### src/assert_macros.svh
// ---------------------------------------------------------------------------
// Assertion macros
// Concurrent assertion wrappers shared by the transform RTL. They expand to
// nothing when SYNTHESIS is defined.
// ---------------------------------------------------------------------------
`ifndef ASSERT_MACROS_SVH
`define ASSERT_MACROS_SVH

`ifndef SYNTHESIS

// Clocked check, masked while reset is high
`define ACT_ASSERT(name, clk, rst, prop, msg) \
  name: assert property (@(posedge clk) disable iff (rst) prop) else $error(msg);

// Clocked check that also runs during reset
`define ACT_ASSERT_NR(name, clk, prop, msg) \
  name: assert property (@(posedge clk) prop) else $error(msg);

`else

`define ACT_ASSERT(name, clk, rst, prop, msg)

`define ACT_ASSERT_NR(name, clk, prop, msg)

`endif

`endif

### src/act_pkg.sv
// ---------------------------------------------------------------------------
// act_pkg
// Shared widths, angle constants and control types for the abc-to-dq
// current transform.
// ---------------------------------------------------------------------------
package act_pkg;

  // Default configuration
  localparam int DEF_SINE_TABLE_DEPTH = 1024;
  localparam int DEF_SAMPLE_BITS      = 16;

  // Fixed field widths
  localparam int ANGLE_W = 16;   // angle, fraction of one turn
  localparam int SINE_W  = 16;   // sine table entry, signed Q15

  // Angle offsets in turn units
  localparam logic [ANGLE_W-1:0] ANGLE_THIRD   = 16'd21845;  // 120 deg
  localparam logic [ANGLE_W-1:0] ANGLE_QUARTER = 16'd16384;  // 90 deg

  // pi/2 in Q30, seed of the table generator
  localparam longint HALF_PI_Q30 = 64'sd1686629713;

  // Register stages from input transfer to output register
  localparam int PIPE_STAGES = 7;

  // Load enables for the scaling stages of one axis
  typedef struct packed {
    logic sum_en;
    logic round_en;
    logic mul_en;
    logic out_en;
  } scale_ctrl_t;

endpackage

### src/act_scale_sat.sv
// ---------------------------------------------------------------------------
// act_scale_sat
// One output axis: sums three phase products, scales by 2/3 of full scale
// with round-to-nearest (ties away from zero) and saturates to the sample
// width. Four register stages: sum, round, reciprocal multiply, output.
// ---------------------------------------------------------------------------
module act_scale_sat #(
  parameter int SAMPLE_BITS = act_pkg::DEF_SAMPLE_BITS
) (
  input  logic                                          clk,
  input  act_pkg::scale_ctrl_t                          ctrl,
  input  logic signed [SAMPLE_BITS+act_pkg::SINE_W-1:0] prod_a,
  input  logic signed [SAMPLE_BITS+act_pkg::SINE_W-1:0] prod_b,
  input  logic signed [SAMPLE_BITS+act_pkg::SINE_W-1:0] prod_c,
  output logic signed [SAMPLE_BITS-1:0]                 result
);
  import act_pkg::*;

  localparam int PROD_W     = SAMPLE_BITS + SINE_W;
  localparam int ACC_W      = PROD_W + 2;
  // 2*acc/(3*2^15) rounded = floor((|acc| + 3*2^13) / 2^14) / 3
  localparam int ROUND_SH   = 14;
  localparam int M_W        = ACC_W - ROUND_SH;
  localparam int N_W        = SAMPLE_BITS + 1;
  localparam int DIV_SH     = SAMPLE_BITS + 2;
  localparam int QP_W       = 2 * N_W;

  localparam logic [ACC_W-1:0] ROUND_POS = ACC_W'(24576);
  localparam logic [ACC_W-1:0] ROUND_NEG = ACC_W'(24577);   // folds the +1 of negation
  localparam logic [M_W-1:0]   SAT_LIM   = M_W'(3) << (SAMPLE_BITS - 1);
  localparam logic [N_W-1:0]   RECIP     =
    N_W'(((64'd1 << DIV_SH) + 64'd2) / 64'd3);

  localparam logic signed [SAMPLE_BITS-1:0] RES_MAX = {1'b0, {(SAMPLE_BITS-1){1'b1}}};
  localparam logic signed [SAMPLE_BITS-1:0] RES_MIN = {1'b1, {(SAMPLE_BITS-1){1'b0}}};

  logic signed [ACC_W-1:0] acc;
  logic                    acc_neg;
  logic [ACC_W-1:0]        mag_round;
  logic [M_W-1:0]          m_full;

  logic [N_W-1:0]          m_val;
  logic                    neg_r;
  logic                    sat_r;

  logic [QP_W-1:0]         quot_prod;
  logic                    neg_m;
  logic                    sat_m;

  logic [SAMPLE_BITS-2:0]  quot;

  // Sum stage
  always_ff @(posedge clk) begin
    if (ctrl.sum_en) begin
      acc <= ACC_W'(prod_a) + ACC_W'(prod_b) + ACC_W'(prod_c);
    end
  end

  // Magnitude plus rounding offset in one add
  assign acc_neg   = acc[ACC_W-1];
  assign mag_round = acc_neg ? (~acc + ROUND_NEG) : (acc + ROUND_POS);
  assign m_full    = mag_round[ACC_W-1:ROUND_SH];

  // Round stage: saturation decided before the divide by three
  always_ff @(posedge clk) begin
    if (ctrl.round_en) begin
      m_val <= m_full[N_W-1:0];
      neg_r <= acc_neg;
      sat_r <= (m_full >= SAT_LIM);
    end
  end

  // Divide by three through reciprocal multiply
  always_ff @(posedge clk) begin
    if (ctrl.mul_en) begin
      quot_prod <= QP_W'(m_val) * QP_W'(RECIP);
      neg_m     <= neg_r;
      sat_m     <= sat_r;
    end
  end

  assign quot = quot_prod[DIV_SH +: (SAMPLE_BITS - 1)];

  // Output stage: restore sign, clamp
  always_ff @(posedge clk) begin
    if (ctrl.out_en) begin
      if (sat_m) begin
        result <= neg_m ? RES_MIN : RES_MAX;
      end else if (neg_m) begin
        result <= -$signed({1'b0, quot});
      end else begin
        result <= $signed({1'b0, quot});
      end
    end
  end

endmodule

### config.mk
export PLATFORM = sky130hd
export DESIGN_NAME = act_scale_sat
export DESIGN_NICKNAME = d
export VERILOG_FILES = /design/src/assert_macros.svh /design/src/act_pkg.sv /design/src/act_scale_sat.sv
export SDC_FILE = /design/constraint.sdc
export NUM_CORES = 1
export LEC_CHECK = 0
export BUFFER_PORTS_ARGS = -buffer_cell sky130_fd_sc_hd__buf_4
export CORE_UTILIZATION = 50
export DETAILED_ROUTE_END_ITERATION = 12
export GPL_ROUTABILITY_DRIVEN = 0
export PLACE_DENSITY_LB_ADDON = 0.15
export SKIP_LAST_GASP = 1
export SLEW_MARGIN = 25
export SYNTH_ARGS = -nofsm -noshare
export SYNTH_HDL_FRONTEND = slang
export SYNTH_SLANG_ARGS = --single-unit
### constraint.sdc
create_clock -name clk -period 6.9 [get_ports clk]
set_clock_uncertainty 0.1 [all_clocks]
set_input_delay 1.38 -clock clk [delete_from_list [all_inputs] [get_ports clk]]
set_output_delay 1.38 -clock clk [all_outputs]
set_load 0.01 [all_outputs]
==> results.cfg <==
[run_status]
status = completed

[global_route]
grt_util_all_layers_pct = 20.1
grt_start_max_net_pins = 43
grt_pass1_vias = 7756
globalRouteOverflowTotal = 0
antenna_found_initial = 0
grt_pass1_wl_um = 35700

[place]
post-dp-hpwl_um = 18200
io_buffer_count = 116
place_worst_setup_slack_ps = 736

[sta]
rsz0062_at_grt = false
finalMaxSlewViolations = 0
slew_headroom_pct = 50.3
final-setup-viol-count = 0
setup_tns_ps = 0
min_period_ps = 6240
fin_ws_ps = 662
fin_crit_sh_pct = 90.4
hold_viol_final = 0
fmax_mhz = 160
tightest_slew_ps = 744

[logic_synthesis]
synth_edf_count = 86
seq_area_frac_synth_pct = 23.6
netlist_area_um2 = 10900
ys_async_sr_fraction_pct = 0
syn_nets = 1475
synth_area_per_cell_um2 = 10.0
yosys_warnings = 0
ys.flop_type = edfxtp_1
synth_cells = 1091
synthDistinctLibCells = 65
ys_seq_elements = 86

[floorplanning]
die_y_um = 150
io-pin-count = 117
core_um2 = 21200
die_x_um = 150
rows = 53
start_util_pct = 51.5
dieArea_um2 = 22400

[clock_tree]
clk_latency_ps = 350
cts_sinks = 86
htreeDepth = 3
postCtsSetupBuffers = 0
root_buffer = clkbuf_16
cts-hold-fix-buffers = 0
cts_tree = done
tritoncts.num_buffers = 9
clkTransAtPathRegs_ps = 60
cts_resized = 0
clk_path_buf_depth = 2

[layout]
syn_to_final_growth_pct = 13.5
ff_latch_area_um2 = 2580
drive_gt1_share_pct = 12.0
utilization_pct = 58.4
fillers = 1841
nets = 1589
multi_input_area_um2 = 7450
antenna_cells = 0

[route]
final_antenna_net_count = 0
num_vias = 7883
via_per_inst = 5.31
drt_first_iter_violations = 365
routed_wl_um = 21100
post-route-drc-count = 0
post_drt_wl_per_cell_um = 14.2
dr.pass1.iters = 4

[setup_path]
path_max_fanout = 6
crit_path_end_kind = flop
criticalPathCategory = reg2reg
critPathRequiredTime_ps = 6900
arrival_ps = 6230
critPathLaunchType = flop

[hold_path]
hold_path.class = reg2reg

[job]
drv_cap = 0
==> layout by cell type (no fill, tap or decap), types with 9 or more instances in the layout <==
cell / instances
nor2b_1: 15
fa_1: 119
a21o_1: 26
o22ai_1: 10
clkbuf_16: 9
inv_1: 222
edfxtp_1: 86
o21bai_1: 9
nor3_1: 21
nand3_1: 17
xor2_1: 19
a21oi_1: 71
a31oi_1: 12
buf_4: 119
nor2_1: 57
nand2_1: 32
ha_1: 164
o21ai_0: 30
nand4_1: 9
xnor2_1: 42
==> layout make-up <==
cell class | count | area share (%)
well taps | 275 | 2.78
inverters | 222 | 6.72
multi-input cells | 767 | 60.1
clock inverters | 7 | 0.585
flip-flops and latches | 86 | 20.8
repair buffers | 119 | 7.21
clock buffers | 9 | 1.82
==> flip-flops by register name, summed over array words and instances (netlist names) <==
signal and cells:
sat_r 1, result 16, sat_m 1, quot_prod 15, m_val 17, neg_r 1, neg_m 1, acc 34
==> cell usage after synthesis (all sizes together), types with 3 or more instances <==
master	count	share of area [%]
nand2b	6	0.34
mux2i	5	0.46
a21o	26	1.8
o21bai	9	0.62
a21boi	4	0.27
o31ai	6	0.46
nor2b	15	0.86
nand3	17	0.78
a21oi	71	3.3
o22ai	10	0.57
edfxtp	86	24
and3	4	0.23
xor2	19	1.5
a31oi	13	0.80
and4	3	0.24
o21ai	33	1.5
clkbuf	12	0.42
inv	222	7.6
a221oi	3	0.24
o21a	8	0.55
nor4	9	0.57
ha	164	19
o311ai	3	0.31
and2	4	0.23
nand4	9	0.52
fa	119	22
nand2	33	1.2
a211oi	6	0.41
or3	8	0.50
o211ai	5	0.34
nor2	57	2.0
xnor2	42	3.4
nor3b	5	0.34
nor3	21	0.96
or4	3	0.21
buf	4	0.16
==> worst paths after layout <==
path	from	cells past startpoint	slack, ps	end
setup / recovery	m_val[1]$_DFFE_PP_	20	660	quot_prod[23]$_DFFE_PP_
hold / removal	neg_r$_DFFE_PP_	0	320	neg_m$_DFFE_PP_
setup reg to reg	m_val[1]$_DFFE_PP_	20	660	quot_prod[23]$_DFFE_PP_
hold reg to reg	neg_r$_DFFE_PP_	0	320	neg_m$_DFFE_PP_
==> layer usage <==
layer  vias to the layer above  global-route usage, %  share of wire (%)
met5                         -                      0                  0
met4                         0                   6.01                1.7
met3                        27                   3.14                3.9
met2                       159                   34.2                 48
met1                      3745                   26.4                 46
li1                       3952                      -                  -
==> stage by stage <==
| stage | std cells | instance area, um2 | hold WS (ps) |
|---|---|---|---|
| global route | 1485 | 12400 | 355 |
| floorplan | 1091 | 10900 | 300 |
| finish | 1485 | 12400 | 321 |
| detailed placement | 1469 | 12100 | 309 |
| global placement | 1469 | 12100 | 303 |
| CTS | 1485 | 12400 | 324 |
==> worst max-delay path, stage by stage, from the launching register on <==
cell and delay, ps:
edfxtp_1 510, ha_1 420, xor2_1 310, ha_1 210, a21oi_1 60, fa_1 520, inv_1 60, fa_1 500
fa_1 540, inv_1 50, fa_1 520, inv_1 40, ha_1 350, nand3_1 130, a211oi_1 220, o2111ai_1 170
a31oi_1 290, o21ai_0 130, a21boi_0 420, nor4_1 100, a311o_1 330
==> logic make-up (layout without fill, tap and decap cells) <==
logic type	after synthesis	after routing	synth area share [%]
AOI/OAI and AO/OA	214	214	12.6
xor gates and xnor gates	61	61	4.89
adders and majority gates	283	283	40.6
buffers and inverters	238	357	8.21
DFF	86	86	23.6
muxes	6	6	0.561
and+or+nand+nor	203	203	9.56
Power is left out: the tool's default activity adds up to more than one toggle a clock period on the data nets, which glitch-free logic cannot reach.
