### src/assert_macros.svh
// ---------------------------------------------------------------------------
// Assertion macros
// Concurrent assertion wrappers shared by the transform RTL. They expand to
// nothing when SYNTHESIS is defined.
// ---------------------------------------------------------------------------
`ifndef ASSERT_MACROS_SVH
`define ASSERT_MACROS_SVH

`ifndef SYNTHESIS

// Clocked check, masked while reset is high
`define ACT_ASSERT(name, clk, rst, prop, msg) \
  name: assert property (@(posedge clk) disable iff (rst) prop) else $error(msg);

// Clocked check that also runs during reset
`define ACT_ASSERT_NR(name, clk, prop, msg) \
  name: assert property (@(posedge clk) prop) else $error(msg);

`else

`define ACT_ASSERT(name, clk, rst, prop, msg)

`define ACT_ASSERT_NR(name, clk, prop, msg)

`endif

`endif

### src/act_pkg.sv
// ---------------------------------------------------------------------------
// act_pkg
// Shared widths, angle constants and control types for the abc-to-dq
// current transform.
// ---------------------------------------------------------------------------
package act_pkg;

  // Default configuration
  localparam int DEF_SINE_TABLE_DEPTH = 1024;
  localparam int DEF_SAMPLE_BITS      = 16;

  // Fixed field widths
  localparam int ANGLE_W = 16;   // angle, fraction of one turn
  localparam int SINE_W  = 16;   // sine table entry, signed Q15

  // Angle offsets in turn units
  localparam logic [ANGLE_W-1:0] ANGLE_THIRD   = 16'd21845;  // 120 deg
  localparam logic [ANGLE_W-1:0] ANGLE_QUARTER = 16'd16384;  // 90 deg

  // pi/2 in Q30, seed of the table generator
  localparam longint HALF_PI_Q30 = 64'sd1686629713;

  // Register stages from input transfer to output register
  localparam int PIPE_STAGES = 7;

  // Load enables for the scaling stages of one axis
  typedef struct packed {
    logic sum_en;
    logic round_en;
    logic mul_en;
    logic out_en;
  } scale_ctrl_t;

endpackage

### src/act_phase_index.sv
// ---------------------------------------------------------------------------
// act_phase_index
// Derives the three phase angles (0, -120, +120 deg) and their quarter-turn
// shifted cosine angles, and maps each onto a sine table index.
// ---------------------------------------------------------------------------
module act_phase_index #(
  parameter int SINE_TABLE_DEPTH = act_pkg::DEF_SINE_TABLE_DEPTH
) (
  input  logic [act_pkg::ANGLE_W-1:0]                 rotor_angle,
  output logic [2:0][$clog2(SINE_TABLE_DEPTH)-1:0]    sin_idx,
  output logic [2:0][$clog2(SINE_TABLE_DEPTH)-1:0]    cos_idx
);
  import act_pkg::*;

  localparam int IDX_W   = $clog2(SINE_TABLE_DEPTH);
  localparam int DEPTH_W = $clog2(SINE_TABLE_DEPTH + 1);
  localparam int PROD_W  = ANGLE_W + DEPTH_W;

  // Per-phase offsets: phase a, phase b (-120 deg), phase c (+120 deg)
  localparam logic [2:0][ANGLE_W-1:0] PHASE_OFS =
    {ANGLE_THIRD, ANGLE_W'(0) - ANGLE_THIRD, ANGLE_W'(0)};

  logic [ANGLE_W-1:0] ang_s;
  logic [ANGLE_W-1:0] ang_c;
  logic [PROD_W-1:0]  prod_s;
  logic [PROD_W-1:0]  prod_c;

  // index = (angle * depth) >> 16, angles wrap modulo one turn
  always_comb begin
    for (int k = 0; k < 3; k++) begin
      ang_s      = rotor_angle + PHASE_OFS[k];
      ang_c      = ang_s + ANGLE_QUARTER;
      prod_s     = PROD_W'(ang_s) * PROD_W'(SINE_TABLE_DEPTH);
      prod_c     = PROD_W'(ang_c) * PROD_W'(SINE_TABLE_DEPTH);
      sin_idx[k] = prod_s[ANGLE_W +: IDX_W];
      cos_idx[k] = prod_c[ANGLE_W +: IDX_W];
    end
  end

endmodule

### config.mk
export PLATFORM = sky130hd
export DESIGN_NAME = act_phase_index
export DESIGN_NICKNAME = d
export VERILOG_FILES = /design/src/assert_macros.svh /design/src/act_pkg.sv /design/src/act_phase_index.sv
export SDC_FILE = /design/constraint.sdc
export NUM_CORES = 1
export LEC_CHECK = 0
export BUFFER_PORTS_ARGS = -buffer_cell sky130_fd_sc_hd__buf_2
export CORE_ASPECT_RATIO = 0.9
export CORE_UTILIZATION = 30
export DETAILED_ROUTE_END_ITERATION = 16
export PLACE_DENSITY = 0.68
export SYNTH_ARGS = -nofsm -noshare
export SYNTH_HDL_FRONTEND = slang
export SYNTH_SLANG_ARGS = --single-unit
### constraint.sdc
create_clock -name vclk -period 1.45
set_clock_uncertainty 0.2 [all_clocks]
set_input_delay 0.145 -clock vclk [all_inputs]
set_output_delay 0.145 -clock vclk [all_outputs]
set_load 0.03 [all_outputs]
==> impl_summary.txt, run 1 <==
----------------------------------------------------
[Logic synthesis]
  Count of cell types in the netlist ... 42
  Nets in the synthesized netlist ... 144
  List of most frequent post-synthesis cells ... buf_4 (34), xnor2_1 (10), o21ai_0 (8)
  Most common cell in the synthesized netlist ... buf_4
  Most area-consuming cells after synthesis ... buf_4 (28%), xnor2_1 (9.8%), o21ai_0 (4.5%)
  Mean post-synth cell area ... 7.01 um^2
  Yosys warning count ... 0
  Netlist area before placement ... 897 um^2
  Yosys top cell area share ... approximately 28%
  Proportion of synthesized chip area in sequential cells ... 0%
  Post-Synthesis Cells ... 128
  Cell taking the most area after synthesis ... buf_4

[Floorplanning]
  Row Count ... 18
  I/O Pins ... 76
  Height of the die ... between 50 and 60 um
  Initial Util ... between 30% and 40%
  Width of the die ... 59.6 um

[Run status]
  Status ... stopped before the end
  Error that ended the run ... [ERROR DPL-0038] Utilization greater than 100%, impossible to legalize
  Stage at which the flow ended ... 5_1_grt

[Placement]
  Buffers on Ports ... 76
  Worst setup slack after placement ... -0.417 ns
  Placed cell count ... 261
  Half-perimeter wire length after placement ... slightly below 3000 um
  Final RePlAce weighted congestion ... approximately 0.8

[CTS]
  Hold-fix buffers at CTS ... 0

[STA]
  Last worst endpoint in the global-route repair_timing ... sin_idx[18]
  Kind of the worst endpoint ... output port

[Global route]
  Pin count of the biggest net entering global routing ... 10

----------------------------------------------------
==> logic make-up after synthesis <==
family                    count (synthesis)  share of synthesized area, %
AOI/OAI and AO/OA                        37                          32.8
muxes                                     1                          1.12
and+or+nand+nor                          32                          20.2
buffers and inverters                    46                          34.2
xor gates and xnor gates                 12                          11.7
==> per-stage QoR <==
stage / util [%] / hold WS [ns] / instance area [um^2]
after CTS: 88.6 / 0.429 / 2470
after detailed placement: 68.8 / 0.429 / 1920
after global placement: 68.8 / 0.423 / 1920
after floorplan: - / 0.208 / 1410
==> repair_timing <==
| action | 4_1_cts |
|---|---|
| gates resized for setup | 130 |
| buffers inserted | 10 |
| setup endpoints to repair | 40 |
| pin swaps | 18 |
| cloned | 0 |
==> inputs of run 2 (changes only) <==
Settings changed: CORE_ASPECT_RATIO 0.9 to default, CORE_UTILIZATION 30 to 20, PLACE_DENSITY 0.68 to default, PLACE_DENSITY_LB_ADDON from default to 0.15.
Clock period 1.45 ns to 1.9 ns, I/O delays scaled along.
==> impl_summary.txt, run 2 <==
----------------------------------------------------
[STA]
  Min cycle time layout ... 1.86 ns
  Final setup violation count ... 0
  Unrepaired setup endpoints after global routing ... yes
  Max Freq ... around 540 MHz
  Count of final hold-check violations ... 0
  Normalized max-slew margin ... 75.2%
  Tcrit/Tclk final ... between 90% and 100%
  Worst Tran Pin Value ... around 0.37 ns
  Fin. max-slew vios ... 0

[Global route]
  Antenna violations before repair ... 0
  First-pass GRT wire length ... 4200 um
  Via count of the first global-routing pass ... 903
  Met1 usage in global routing ... 14.9%
  Pin count of the biggest net entering global routing ... 11
  Met3 Track Usage GR ... 0%
  Global Route Usage Sum ... between 10% and 20%
  Most used routing layer in global routing ... met2
  Remaining global-route overflow ... 0
  Routing usage on met2 ... 21.1%

[Logic synthesis]
  Synthesized-area fraction occupied by and/or/nand/nor cells ... 20.2% (unchanged)
  Mean post-synth cell area ... 7.01 um^2 (unchanged)
  Post-Synthesis Cells ... 128 (unchanged)
  Portion of netlist area occupied by mux cells ... 1.12% (unchanged)
  Count of cell types in the netlist ... 42 (unchanged)
  Share of the synthesized area in compound gates (AO/OA/AOI/OAI) ... 32.8% (unchanged)
  Netlist area before placement ... 897 um^2 (unchanged)
  Xor/xnor cell area share of the yosys netlist ... 11.7% (unchanged)
  List of most frequent post-synthesis cells ... buf_4 (34), xnor2_1 (10), o21ai_0 (8)
  Most common cell in the synthesized netlist ... buf_4
  Most area-consuming cells after synthesis ... buf_4 (28%), xnor2_1 (9.8%), o21ai_0 (4.5%)
  Main combinational cell family by area after synthesis ... buffers and inverters
  Post-synthesis share of cell area spent on full adders, half adders and majority gates ... 0% (unchanged)
  Proportion of synthesized chip area in sequential cells ... 0% (unchanged)
  Cell taking the most area after synthesis ... buf_4
  Nets in the synthesized netlist ... 144 (unchanged)
  Yosys top cell area share ... 28.5% (unchanged)
  Yosys warning count ... 0 (unchanged)

[Layout]
  CLK BUF ... 0
  Ant. Diodes ... 0
  Fill cell count ... 466
  Final core area utilization ... 36.5%
  Total area of sequential cells ... 0 um^2
  Commonest non-fill, non-tap cells in the layout ... buf_2 (57), buf_4 (35), xnor2_1 (7), buf_6 (7)
  Layout sequential cell count ... 0
  Most common library cell in the layout ignoring fill and taps ... buf_2
  Area taken by multi-input logic gates ... around 760 um^2
  Share of cells above drive strength 1 ... 71.7%
  Number of nets in the final layout ... 209
  Layout-stage area growth over the synthesis result ... 68.8%

[Worst setup path]
  Largest fanout on the critical path ... 4
  Required time reported for the critical path endpoint ... 1.51 ns
  Critical Path Start ... rotor_angle[9]
  Setup crit end kind ... output pin
  Startpoint Class ... input port
  Cells traversed along the worst timing path ... buf_8 > nand4b_4 > buf_6 > a211oi_2 > nor3_2 > buf_4 > a211oi_4 > buf_6
  Library cell appearing most often on the critical path ... buf_6
  Highest cell delay on the worst timing path ... about 0.29 ns
  End of the critical path ... cos_idx[16]
  Worst Path Arrival ... 1.47 ns
  Critical path class ... in -> out
  Master of the slowest instance on the critical path ... a211oi_4

[Detailed routing]
  Detailed-route wire length per cell ... 12.0 um
  Routed Antenna Nets ... 0
  DR vias ... between 1,000 and 1,500
  Vias per std cell ... roughly 4.5
  DRC errors left ... 0
  Detailed Routing Iterations Pass 1 ... 4
  Total routed wirelength ... 2900 um
  First DRT Iteration DRCs ... 30

[Floorplanning]
  Height of the die ... 69.0 um (+28%)
  Row Count ... 23 (+5)
  I/O Pins ... 76 (unchanged)
  Initial Util ... 21.6% (-10 points)
  Width of the die ... 69.0 um (+16%)
  Full die area ... 0.00476 mm^2
  Core outline area ... a little over 0.004 mm^2

[Placement]
  Half-perimeter wire length after placement ... 2470 um (-15%)
  Final RePlAce weighted congestion ... 0.788 (-1.2%)
  Buffers on Ports ... 76 (unchanged)

[CTS]
  Hold-fix buffers at CTS ... 0 (unchanged)

[Run status]
  Status ... finished, final reports clean

[Pwr]
  Maximum vdd drop ... 0.136 mV
  Pleak ... 0.711 nW
  Tot Pwr ... 0.665 mW
  Power density over the cells ... 439 mW/mm^2

[Min path]
  Min-delay worst type ... in -> out

[Flow run]
  # Max-Cap Violations ... 0

----------------------------------------------------
run 2: cell counts after synthesis:
Identical to the previous run, type by type.
run 2: timing repair:
action                     4_1_cts  5_1_grt
setup buffers                    0        2
cloned                           0        0
gates resized for setup         14       43
setup endpoints to repair       12       21
pin swaps                        2        6
run 2: worst min path at each step:
| stage | from | endpoint | slack, ns | depth (start not counted) |
|---|---|---|---|---|
| 2_1_floorplan | rotor_angle[6] | cos_idx[0] | 0.31 | 1 |
| 3_5_place_dp | rotor_angle[12] | cos_idx[6] | 0.50 | 2 |
| 5_1_grt | rotor_angle[7] | cos_idx[1] | 0.48 | 2 |
| 4_1_cts | rotor_angle[12] | cos_idx[6] | 0.50 | 2 |
| 3_3_place_gp | rotor_angle[12] | sin_idx[6] | 0.49 | 2 |
| 6_report | rotor_angle[7] | cos_idx[1] | 0.48 | 2 |
run 2: cells by family (layout without fill, tap and decap cells):
kind of cell / after synthesis / count (layout)
compound gates: 37 / 37
xor+xnor: 12 / 12
buf+inv: 46 / 109
mux: 1 / 1
simple gates: 32 / 32
run 2: area by class of cell:
class | count | share of cell area, %
multi-input cells | 82 | 50.3
repair buffers | 103 | 43.9
well taps | 50 | 4.13
inverters | 6 | 1.65
run 2: metal layers:
metal / vias to the layer above / share of wire [%]
met1: 508 / 44
met5: - / 0
li1: 553 / -
met3: 0 / 3.3
met2: 32 / 52
met4: 0 / 0
run 2: worst max-delay path: cells and delay by family:
kind            cells  cell delay [ns]
compound gates      2             0.44
buf+inv             4             0.56
simple gates        2             0.28
run 2: report_power, final:
group          leakage (nW)  total, mW  switching (mW)  internal, mW
Combinational         0.711      0.665           0.430         0.235
Clock                     0          0               0             0
Sequential                0          0               0             0
Total                 0.711      0.665           0.430         0.235
run 2: per-stage QoR:
step / hold slack, ns / cell area, um^2 / setup WS, ns / cells / setup TNS, ns
final: 0.476 / 1510 / 0.0362 / 241 / 0
after floorplan: 0.312 / 981 / -0.242 / 128 / -0.607
after detailed placement: 0.498 / 1330 / -0.0443 / 240 / -0.194
after CTS: 0.498 / 1370 / -0.00431 / 240 / -0.00559
after global routing: 0.484 / 1510 / -0.0427 / 241 / -0.184
after global placement: 0.494 / 1330 / -0.0357 / 240 / -0.202
(Power assumes the default switching activity.)
